==> config.mk <==
export PLATFORM = sky130hd
export DESIGN_NAME = pqrt_ram
export DESIGN_NICKNAME = d
export VERILOG_FILES = /design/src/hdl/pqrt_ram.sv
export SDC_FILE = /design/constraint.sdc
export NUM_CORES = 1
export LEC_CHECK = 0
export BUFFER_PORTS_ARGS = -buffer_cell sky130_fd_sc_hd__buf_2
export CAP_MARGIN = 20
export CORE_AREA = 2 2 215 217
export CTS_CLUSTER_DIAMETER = 200
export DETAILED_ROUTE_END_ITERATION = 12
export DIE_AREA = 0 0 217 219
export PLACE_DENSITY_LB_ADDON = 0.3
export SLEW_MARGIN = 20
export SYNTH_ARGS = -nofsm -noshare
export SYNTH_HDL_FRONTEND = slang
export SYNTH_SLANG_ARGS = --single-unit
==> constraint.sdc <==
create_clock -name clk -period 2.18 [get_ports clk]
set_input_delay 0.109 -clock clk [delete_from_list [all_inputs] [get_ports clk]]
set_output_delay 0.109 -clock clk [all_outputs]
set_load 0.005 [all_outputs]
==> src/hdl/pqrt_ram.sv <==
// Generic single-write, single-read RAM with registered read data.
// No dependencies.
module pqrt_ram #(
	parameter int WIDTH = 8,
	parameter int DEPTH = 64
) (
	input  logic                     clk,
	input  logic                     we,
	input  logic [$clog2(DEPTH)-1:0] waddr,
	input  logic [WIDTH-1:0]         wdata,
	input  logic [$clog2(DEPTH)-1:0] raddr,
	output logic [WIDTH-1:0]         rdata
);

	logic [WIDTH-1:0] mem [DEPTH];

	always_ff @(posedge clk) begin
		if (we) begin
			mem[waddr] <= wdata;
		end
		rdata <= mem[raddr];
	end

endmodule

==> summary.md, run 1 <==
| Metric | Value |
|---|---|
| Total grt overflow | `0` |
| Critical Path Start Type | `register` |
| Net total in the final layout | `1134` |
| Max H-tree Level | `2` |
| Delay-heaviest family, CP | `multiplexers` |
| Tightest slew margin relative to the limit | `between 40% and 50%` |
| Unique cell type count in the Yosys netlist | `40` |
| Initial Util | `around 45%` |
| First-pass iteration count of the detailed router | `5` |
| Top achievable clock speed | `between 0.4 and 0.5 GHz` |
| Result of the run | `finished clean` |
| Final setup slack of the worst path | `roughly 130 ps` |
| Via count | `9904` |
| Cell types with the largest area share after synthesis | `sky130_fd_sc_hd__edfxtp_1 (76%), sky130_fd_sc_hd__mux4_2 (14%), sky130_fd_sc_hd__nor2_1 (1.5%)` |
| Chip Width | `roughly 220 um` |
| FF-to-FF setup slack | `130 ps` |
| Routed vias/inst | `5.643` |
| CP max-delay cell | `sky130_fd_sc_hd__mux4_2` |
| Initial antenna violation count | `2` |
| Synthesized area per cell | `21.45 um2` |
| Library cell used as clock root buffer | `sky130_fd_sc_hd__clkbuf_16` |
| Cell Pwr Density | `just under 900 nW/um2` |
| Destination of the worst hold path | `mem[12][6]` |
| Post-route core utilization | `52.35%` |
| Buffering stage count on the worst path with inverters included | `0` |
| Total placed cells including tap cells | `1655` |
| Final standard cell count with taps included and fillers excluded | `1755` |
| Final setup violation count | `0` |
| Final period utilization | `94.03%` |
| Most used flip-flop cell after synthesis | `sky130_fd_sc_hd__edfxtp_1` |
| Peak supply drop | `0.0005711 V` |
| Total Routed Length | `45580 um` |
| Worst hold path type | `primary input to register` |
| Pre-CTS worst setup slack | `-297.6 ps` |
| Post-CTS Setup Bufs | `0` |
| Pin count of the biggest net entering global routing | `65` |
| Worst hold path cell count | `1` |
| Beginning of the worst hold path | `wdata[6]` |
| CP endpoint kind | `register` |
| Maximum buffer depth of the clock tree | `3` |
| Cell taking the most area after synthesis | `sky130_fd_sc_hd__edfxtp_1` |
| Clock insertion delay at the later pin of the skew report | `590 ps` |
| Die height | `219 um` |
| Measured slew at the worst slew-check pin | `853.5 ps` |
| Core area | `45090 um2` |
| Synthesized instance count | `940` |
| Crit path max fanout | `1` |
| Reported max-cap violation count | `0` |
| Die outline area | `between 40000 and 50000 um2` |
| R2R cell count | `5` |
| Number of enable-type register cells in the synthesized netlist | `between 500 and 600` |
| Crit path arrival time | `2510 ps` |
| Combinational fraction of design power | `5.3%` |
| Antenna-violating nets left | `0` |
| Vias in the first global route | `10090` |
| Synthesized area | `20170 um2` |
| Reg-to-reg critical path startpoint | `mem[20][4]` |
| Share of async-settable or async-resettable flops after synthesis | `0%` |
| Syn-to-layout area delta | `17.05%` |
| Warning count from the yosys run | `0` |
| Sequential share of power | `53.1%` |
| Fraction of the yosys area taken by sequential cells | `a little under 80%` |
| CTS tree | `yes` |
| Share of Yosys cell area claimed by the top area cell type | `roughly three quarters` |
| Placement row count | `roughly 80` |
| RSZ-0062 raised after global routing | `no` |
| Worst reg2reg endpoint | `rdata[4]` |
| First-pass GRT wire length | `67010 um` |
| First-iteration detailed-routing DRC count | `1050` |
| Total count of hold-check failures in the final report | `0` |
| Total DRC errors in the routed layout | `0` |
| Largest stage delay, worst path | `between 400 and 500 ps` |
| Fin crit period | `2050 ps` |
| Final count of pins violating max slew | `0` |
| CP Class | `register to register` |
| Number of flip-flops and latches in the synthesized netlist | `between 500 and 600` |
| Clock transition at the registers of the reported paths | `roughly 60 ps` |
| Data required, critical path | `between 2000 and 3000 ps` |
| IO Pins | `30` |
| Setup total negative slack | `0 ps` |
| Number of input and output port buffers inserted | `29` |
| Clock skew | `13.73 ps` |
| WL per Instance | `roughly 26 um` |
| Half-perimeter wire length of the detailed placement result | `29320 um` |
| Clock share of power | `41.6%` |
| Switching power share of the total | `~21%` |
| Post-synthesis net count | `a little under 1000` |
| Internal Pwr Total | `16.57 mW` |
| Total leakage power | `7.642 nW` |
| Proportion of layout cells with a drive suffix above 1 | `between 30% and 40%` |
| Global-route usage over all layers | `19.66%` |
| Total clock buffers created by CTS | `52` |
| Switching component of the power | `4.348 mW` |
| Sequence of cells on the critical path | `mux4_2, mux2_2, o221a_2, nor3_1, o32ai_1` |
| Fill cell total of the finished layout | `3522` |
| Clock net sink count | `520` |
| Placer's final routability congestion estimate | `0.7846` |
## cells in the mapped netlist, types with 2 or more instances
cell type                     n
sky130_fd_sc_hd__edfxtp_1   512
sky130_fd_sc_hd__dfxtp_1      8
sky130_fd_sc_hd__mux2_2      13
sky130_fd_sc_hd__a2111oi_0    2
sky130_fd_sc_hd__nor3_1       7
sky130_fd_sc_hd__mux4_2     126
sky130_fd_sc_hd__o21a_1       2
sky130_fd_sc_hd__buf_12       2
sky130_fd_sc_hd__nor2b_1     14
sky130_fd_sc_hd__nor2_1      83
sky130_fd_sc_hd__a21oi_1      3
sky130_fd_sc_hd__buf_1        4
sky130_fd_sc_hd__o21ai_1      2
sky130_fd_sc_hd__o41ai_1      2
sky130_fd_sc_hd__a22oi_1      3
sky130_fd_sc_hd__clkbuf_1    17
sky130_fd_sc_hd__a221oi_1     6
sky130_fd_sc_hd__nor4_1       2
sky130_fd_sc_hd__a211oi_1     4
sky130_fd_sc_hd__mux2i_1     23
sky130_fd_sc_hd__nand4_1      2
sky130_fd_sc_hd__nand3b_1     3
sky130_fd_sc_hd__o32ai_1      2
sky130_fd_sc_hd__o221a_2      2
sky130_fd_sc_hd__nand2b_1     7
sky130_fd_sc_hd__o21ai_0      2
sky130_fd_sc_hd__nand3_1     13
sky130_fd_sc_hd__nand2_1     19
sky130_fd_sc_hd__buf_2       11
sky130_fd_sc_hd__o221ai_1     8
sky130_fd_sc_hd__o22ai_1      8
sky130_fd_sc_hd__buf_4       13
sky130_fd_sc_hd__o2111ai_1    3
sky130_fd_sc_hd__o2bb2ai_1    3
sky130_fd_sc_hd__buf_6        4
## final cells by class
cell class | instances | area [um2] | area share [%]
repair buffers | 169 | 1343 | 5.687
multi-input cells | 369 | 4320 | 18.30
clock buffers | 63 | 1364 | 5.778
clock inverters | 33 | 290.3 | 1.230
well taps | 600 | 750.7 | 3.180
flip-flops and latches | 520 | 15530 | 65.81
diodes | 1 | 2.502 | 0.01060
## registers in the layout, indices dropped and copies added, names as in the netlist
name   cells
mem      512
rdata      8
## power by group through the flow
| stage | clock network (mW) | registers [mW] | logic [mW] |
|---|---|---|---|
| final | 8.71 | 11.1 | 1.10 |
| after CTS | 8.86 | 11.1 | 1.12 |
| after global routing | 9.26 | 11.1 | 1.18 |
| after floorplan | 0 | 11.3 | 0.590 |
| after detailed placement | 0 | 11.3 | 1.11 |
| after global placement | 0 | 11.3 | 1.10 |
## cells in the final DEF (no fill, tap or decap), types with 5 or more instances in the layout
cell and count:
sky130_fd_sc_hd__buf_12 10, sky130_fd_sc_hd__bufinv_16 5, sky130_fd_sc_hd__dfxtp_1 8, sky130_fd_sc_hd__mux2i_1 23, sky130_fd_sc_hd__buf_2 26, sky130_fd_sc_hd__clkbuf_16 53, sky130_fd_sc_hd__mux2_2 13, sky130_fd_sc_hd__buf_4 129
sky130_fd_sc_hd__nand3_1 13, sky130_fd_sc_hd__clkinv_2 11, sky130_fd_sc_hd__o221ai_1 8, sky130_fd_sc_hd__nor3_1 6, sky130_fd_sc_hd__clkbuf_1 10, sky130_fd_sc_hd__nor2b_1 14, sky130_fd_sc_hd__nand2b_1 7, sky130_fd_sc_hd__a221oi_1 6
sky130_fd_sc_hd__mux4_2 126, sky130_fd_sc_hd__nor2_1 83, sky130_fd_sc_hd__o22ai_1 8, sky130_fd_sc_hd__clkinv_1 12, sky130_fd_sc_hd__edfxtp_1 512, sky130_fd_sc_hd__nand2_1 19
## routing by layer
metal / track usage, % / up-vias / share of wire (%)
met5: 0 / - / 0.031
met4: 6.256 / 2 / 2.2
met3: 3.035 / 59 / 5.9
met2: 31.63 / 328 / 49
met1: 27.88 / 5242 / 43
li1: - / 4273 / -
## metrics by stage
step	hold WS, ps	power (mW)	instance area, um2
finish	12.87	20.91	23610
global route	19.66	21.54	23600
CTS	6.803	21.08	23600
detailed placement	438.3	12.42	21910
global placement	436.3	12.41	21910
floorplan	207.9	11.89	20170
## kinds of logic (layout without fill, tap and decap cells)
kind of cell / Yosys count / count (layout) / share of synthesized area (%)
flops: 520 / 520 / 77.03
buf+inv: 51 / 265 / 1.570
mux: 162 / 162 / 15.94
compound gates: 54 / 54 / 2.072
other cells: 0 / 1 / 0
simple gates: 153 / 153 / 3.387
## worst max-delay path by stage
stage | start | end | slack (ps) | depth (start not counted)
after floorplan | raddr[1] | rdata[3] | 400 | 7
after detailed placement | raddr[0] | rdata[7] | -300 | 7
after CTS | mem[16][6] | rdata[6] | 10 | 5
after global routing | mem[35][7] | rdata[7] | 50 | 4
final | mem[20][4] | rdata[4] | 130 | 5
after global placement | raddr[0] | rdata[7] | -280 | 7
## what timing repair did
item,CTS,global route
resized for setup,0,1
endpoints found under the hold margin,29,0
setup endpoints to repair,0,1
hold buffers,3,0
Power figures use the tool's default switching activity.
==> run 2, diff against run 1 <==
--- a/config.mk
+++ b/config.mk
@@ -11,7 +11,7 @@
 export CTS_CLUSTER_DIAMETER = 200
 export DETAILED_ROUTE_END_ITERATION = 12
 export DIE_AREA = 0 0 217 219
-export PLACE_DENSITY_LB_ADDON = 0.3
+export SETUP_SLACK_MARGIN = 0.3
 export SLEW_MARGIN = 20
 export SYNTH_ARGS = -nofsm -noshare
 export SYNTH_HDL_FRONTEND = slang
==> summary.md, run 2 (synthesis gave the netlist of run 1 again) <==
| Metric | Value |
|---|---|
| Core area | `45090 um2` |
| Worst hold path type | `primary input to register` |
| First-iteration detailed-routing DRC count | `between 1000 and 1500` |
| Total grt overflow | `0` |
| Critical Path Start Type | `register` |
| Tightest slew margin relative to the limit | `between 40% and 50%` |
| Max FFs per register | `about 500` |
| Total count of hold-check failures in the final report | `0` |
| Half-perimeter wire length of the detailed placement result | `30250 um` |
| Most frequent cells in the layout | `sky130_fd_sc_hd__edfxtp_1 (512), sky130_fd_sc_hd__buf_4 (127), sky130_fd_sc_hd__mux4_2 (126)` |
| Registers with the most flip-flops | `mem: 512 flops, rdata: 8 flops` |
| First-pass iteration count of the detailed router | `5` |
| Fill cell total of the finished layout | `3520` |
| Net total in the final layout | `1136` |
| Syn-to-layout area delta | `18.00%` |
| First-pass GRT wire length | `around 70000 um` |
| Fin crit period | `1866 ps` |
| Placer's final routability congestion estimate | `0.8140` |
| Final period utilization | `85.61%` |
| Placement row count | `78` |
| Most frequent standard cell in the layout excluding fill and tap cells | `sky130_fd_sc_hd__edfxtp_1` |
| Post-CTS Setup Bufs | `0` |
| Vias in the first global route | `10340` |
| Combined area of the multi-input logic cells | `4402 um2` |
| Crit path arrival time | `2330 ps` |
| Routed vias/inst | `5.647` |
| Seq. cell area | `15530 um2` |
| Clock net sink count | `520` |
| Clock insertion delay at the later pin of the skew report | `590 ps` |
| WL per Instance | `around 26 um` |
| Clock skew | `around 25 ps` |
| Peak supply drop | `0.0005024 V` |
| RSZ-0062 raised after global routing | `no` |
| Post-route cell area | `between 20000 and 25000 um2` |
| Total power of the final layout | `21.12 mW` |
| CTS tree | `yes` |
| Proportion of layout cells with a drive suffix above 1 | `33.85%` |
| Placed cell area | `about 22000 um2` |
| Initial Util | `44.73%` |
| Largest reg by FF count | `mem` |
| Chip Width | `217 um` |
| Number of input and output port buffers inserted | `29` |
| CP endpoint kind | `register` |
| Global-route usage over all layers | `20.00%` |
| Die outline area | `47520 um2` |
| Max H-tree Level | `2` |
| Pre-CTS worst setup slack | `-64.92 ps` |
| Measured slew at the worst slew-check pin | `835.5 ps` |
| Initial antenna violation count | `1` |
| Reported max-cap violation count | `0` |
| Pin count of the biggest net entering global routing | `65` |
| Cell Pwr Density | `887.7 nW/um2` |
| Top achievable clock speed | `0.5359 GHz` |
| Crit path max fanout | `1` |
| Antenna-violating nets left | `0` |
| Data required, critical path | `about 2700 ps` |
| Total leakage power | `7.715 nW` |
| Clock transition at the registers of the reported paths | `60 ps` |
| Die height | `~220 um` |
| Result of the run | `finished clean` |
| Maximum buffer depth of the clock tree | `3` |
| Final setup violation count | `0` |
| Via count | `9917` |
| Library cell used as clock root buffer | `sky130_fd_sc_hd__clkbuf_16` |
| Final setup slack of the worst path | `313.8 ps` |
| Total DRC errors in the routed layout | `0` |
| IO Pins | `30` |
| CP Class | `register to register` |
| Total Routed Length | `45730 um` |
| Total clock buffers created by CTS | `52` |
| Final count of pins violating max slew | `0` |
run 2: changes by cell type in the layout (fill, tap and decap cells not counted), moves of 2 or more:
cell	previous run	this run
sky130_fd_sc_hd__mux2_2	13	11
sky130_fd_sc_hd__nor2_1	83	81
sky130_fd_sc_hd__clkinv_2	11	9
sky130_fd_sc_hd__a221oi_4	0	2
sky130_fd_sc_hd__a221oi_1	6	3
sky130_fd_sc_hd__inv_6	2	0
sky130_fd_sc_hd__buf_12	10	14
sky130_fd_sc_hd__mux2_4	0	2
sky130_fd_sc_hd__nor2_2	0	2
sky130_fd_sc_hd__nor3_4	0	2
sky130_fd_sc_hd__buf_4	129	127
run 2: routing by layer:
metal / wire length, um / GRT usage [%] / up-vias
li1: - / - / 4287
met1: 20020 / 28.52 / 5223
met2: 22050 / 31.97 / 334
met3: 2482 / 3.077 / 73
met4: 1178 / 6.438 / 0
met5: 0 / 0 / -
run 2: worst paths after layout:
path / from / end / cells after the start / slack (ps)
max: mem[29][4] / rdata[4] / 5 / 310
min: waddr[2] / mem[52][2] / 3 / 80
max reg2reg: mem[29][4] / rdata[4] / 5 / 310
min reg2reg: mem[19][0] / rdata[0] / 4 / 860
run 2: critical path, stage by stage, from the launching register on:
cell                       delay, ps
sky130_fd_sc_hd__edfxtp_1        380
sky130_fd_sc_hd__mux4_2          460
sky130_fd_sc_hd__mux2_2          270
sky130_fd_sc_hd__o221a_2         300
sky130_fd_sc_hd__nor3_4          210
sky130_fd_sc_hd__o32ai_1         110
run 2: power by group:
part	leakage, nW	internal (mW)	switching (mW)
Clock	0.828	5.22	3.66
Combinational	2.21	0.487	0.664
Sequential	4.67	11.1	0.0340
run 2: cell type report:
| class | instances | area share (%) |
|---|---|---|
| multi-input combinational | 369 | 18.50 |
| antenna | 1 | 0.01052 |
| clock buffer | 63 | 5.820 |
| sequential | 520 | 65.28 |
| timing repair buffer | 171 | 5.915 |
| clock inverter | 32 | 1.320 |
| tap | 600 | 3.155 |
run 2: metrics by stage:
step	setup TNS (ps)	std cells	util [%]	hold slack, ps
after CTS	0	1755	52.68	53.54
after detailed placement	-186.3	1657	48.75	525.5
final	0	1756	52.78	84.26
after global routing	0	1755	52.77	96.20
after floorplan	0	940	-	207.9
after global placement	-74.78	1657	48.75	528.4
run 2: repair_timing:
action	in CTS	in global routing
cloned	0	0
pin swaps	0	3
setup endpoints to repair	5	6
endpoints found under the hold margin	39	0
gates resized for setup	7	9
hold buffers	3	0
==> run 3, diff against run 2 <==
--- a/config.mk
+++ b/config.mk
@@ -7,10 +7,10 @@
 export LEC_CHECK = 0
 export BUFFER_PORTS_ARGS = -buffer_cell sky130_fd_sc_hd__buf_2
 export CAP_MARGIN = 20
-export CORE_AREA = 2 2 215 217
+export CORE_AREA = 2 2 222 202
 export CTS_CLUSTER_DIAMETER = 200
 export DETAILED_ROUTE_END_ITERATION = 12
-export DIE_AREA = 0 0 217 219
+export DIE_AREA = 0 0 224 204
 export SETUP_SLACK_MARGIN = 0.3
 export SLEW_MARGIN = 20
 export SYNTH_ARGS = -nofsm -noshare
==> summary.md, run 3 (synthesis gave the netlist of run 1 again) <==
| Metric | Value |
|---|---|
| Clock skew | `16.04 ps` |
| Final standard cell count with taps included and fillers excluded | `1714` |
| Largest reg by FF count | `mem` |
| Most frequent cells in the layout | `sky130_fd_sc_hd__edfxtp_1 (512), sky130_fd_sc_hd__mux4_2 (126), sky130_fd_sc_hd__buf_4 (122)` |
| Crit path arrival time | `2330 ps` |
| Met3 Track Usage GR | `4.054%` |
| Fill cell total of the finished layout | `3308` |
| Die outline area | `45700 um2` |
| Cell Pwr Density | `884.9 nW/um2` |
| Worst hold path type | `primary input to register` |
| Data required, critical path | `2640 ps` |
| Clock insertion delay at the later pin of the skew report | `590 ps` |
| IO Pins | `30` |
| Result of the run | `finished clean` |
| Measured slew at the worst slew-check pin | `749.3 ps` |
| Core area | `~44000 um2` |
| Tightest slew margin relative to the limit | `about 50%` |
| First-pass GRT wire length | `between 60000 and 70000 um` |
| Most frequent standard cell in the layout excluding fill and tap cells | `sky130_fd_sc_hd__edfxtp_1` |
| Vias in the first global route | `10010` |
| Fin crit period | `1873 ps` |
| WL per Instance | `27.32 um` |
| Placed cell area | `21860 um2` |
| Peak supply drop | `0.0005382 V` |
| First-iteration detailed-routing DRC count | `roughly 1100` |
| Worst hold path cell count | `1` |
| Worst reg2reg endpoint | `rdata[3]` |
| Pin count of the biggest net entering global routing | `65` |
| Total grt overflow | `0` |
| Max FFs per register | `512` |
| RSZ-0062 raised after global routing | `yes` |
| Combined area of the multi-input logic cells | `4372 um2` |
| FF-to-FF setup slack | `310 ps` |
| Seq. cell area | `15530 um2` |
| CP Class | `register to register` |
| Post-route cell area | `between 20000 and 25000 um2` |
| Busiest layer in global routing | `met1` |
| Placement row count | `73` |
| Destination of the worst hold path | `mem[1][2]` |
| Proportion of layout cells with a drive suffix above 1 | `around 33%` |
| Total placed cells including tap cells | `1613` |
| Die height | `approximately 200 um` |
| Placer's final routability congestion estimate | `0.7996` |
| Clock net sink count | `520` |
| Post-route core utilization | `54.21%` |
| Total count of hold-check failures in the final report | `0` |
| Setup total negative slack | `0 ps` |
| Total clock buffers created by CTS | `53` |
| Grt met1 use | `between 30 and 40%` |
| Library cell used as clock root buffer | `sky130_fd_sc_hd__clkbuf_16` |
| Total Routed Length | `46820 um` |
| R2R cell count | `4` |
| Post-CTS Setup Bufs | `0` |
| Critical Path Start Type | `register` |
| CTS tree | `yes` |
| Top achievable clock speed | `0.5340 GHz` |
| CP endpoint kind | `register` |
| Initial antenna violation count | `2` |
| Via count | `9931` |
| Clock transition at the registers of the reported paths | `60 ps` |
| Crit path max fanout | `1` |
| Total leakage power | `7.653 nW` |
| Net total in the final layout | `1131` |
| Initial Util | `46.29%` |
| Total DRC errors in the routed layout | `0` |
| Final count of pins violating max slew | `0` |
| Half-perimeter wire length of the detailed placement result | `29980 um` |
| Registers with the most flip-flops | `mem: 512 flops, rdata: 8 flops` |
| Routed vias/inst | `roughly 5.8` |
| Worst Hold Margin | `36.18 ps` |
| Final setup violation count | `0` |
| Chip Width | `224 um` |
| Final period utilization | `85.91%` |
| Reg-to-reg critical path startpoint | `mem[39][3]` |
| Critical path launch point | `mem[39][3]` |
| Maximum buffer depth of the clock tree | `3` |
| Reported max-cap violation count | `0` |
| Antenna-violating nets left | `0` |
| First-pass iteration count of the detailed router | `5` |
| Global-route usage over all layers | `roughly a fifth` |
| Global routing met2 resource utilization | `30.99%` |
| Syn-to-layout area delta | `17.11%` |
| Max H-tree Level | `2` |
| Number of input and output port buffers inserted | `29` |
| Beginning of the worst hold path | `wdata[2]` |
==> run 3: cell types whose count changed in the layout (fill, tap and decap cells not counted), moves of 2 or more <==
cell                         before  now
sky130_fd_sc_hd__a2111oi_1        0    2
sky130_fd_sc_hd__a2111oi_0        2    0
sky130_fd_sc_hd__buf_12          14   12
sky130_fd_sc_hd__buf_4          127  122
sky130_fd_sc_hd__clkinvlp_4       2    0
sky130_fd_sc_hd__bufinv_16        6    4
sky130_fd_sc_hd__mux2_2          11   13
sky130_fd_sc_hd__clkbuf_1         9   14
sky130_fd_sc_hd__mux2_4           2    0
==> run 3: critical path: stages, from the launching register on <==
cell,delay (ps)
sky130_fd_sc_hd__edfxtp_1,370
sky130_fd_sc_hd__mux4_2,510
sky130_fd_sc_hd__mux4_2,520
sky130_fd_sc_hd__o21ai_1,250
sky130_fd_sc_hd__o41ai_1,120
==> run 3: routing by layer <==
layer | up-vias | routed length [um]
met1 | 5250 | 21440
met4 | 0 | 1169
met5 | - | 0
met2 | 336 | 20870
met3 | 79 | 3336
li1 | 4266 | -
==> run 3: per-stage QoR <==
stage / total power, mW / setup slack [ps]
6_report: 20.90 / 307.3
5_1_grt: 21.57 / 285.9
4_1_cts: 21.06 / 287.9
3_5_place_dp: 12.43 / -76.46
3_3_place_gp: 12.41 / -70.55
2_1_floorplan: 11.89 / 403.3
==> run 3: cell type report <==
type,count,area share (%)
clock inverters,28,0.9960
flip-flops and latches,520,65.78
diodes,1,0.01060
clock buffers,69,6.050
well taps,562,2.977
repair buffers,165,5.679
multi-input cells,369,18.51
==> run 3: how the worst max path moves through the flow <==
| stage | depth (start not counted) | to |
|---|---|---|
| 2_1_floorplan | 7 | rdata[3] |
| 3_3_place_gp | 7 | rdata[6] |
| 3_5_place_dp | 7 | rdata[6] |
| 4_1_cts | 5 | rdata[6] |
| 5_1_grt | 5 | rdata[3] |
| 6_report | 4 | rdata[3] |
==> run 3: power breakdown <==
part	total, mW	internal [mW]	switching (mW)
clock network	8.67	5.07	3.59
registers	11.1	11.1	0.0408
logic	1.13	0.469	0.659
total	20.9	16.6	4.29
==> run 3: repair_timing <==
item	CTS	global route
resized for setup	3	9
endpoints found under the setup margin	3	7
hold endpoints to repair	3	1
pin swaps	0	3
hold buffers	2	1
cloned	0	0
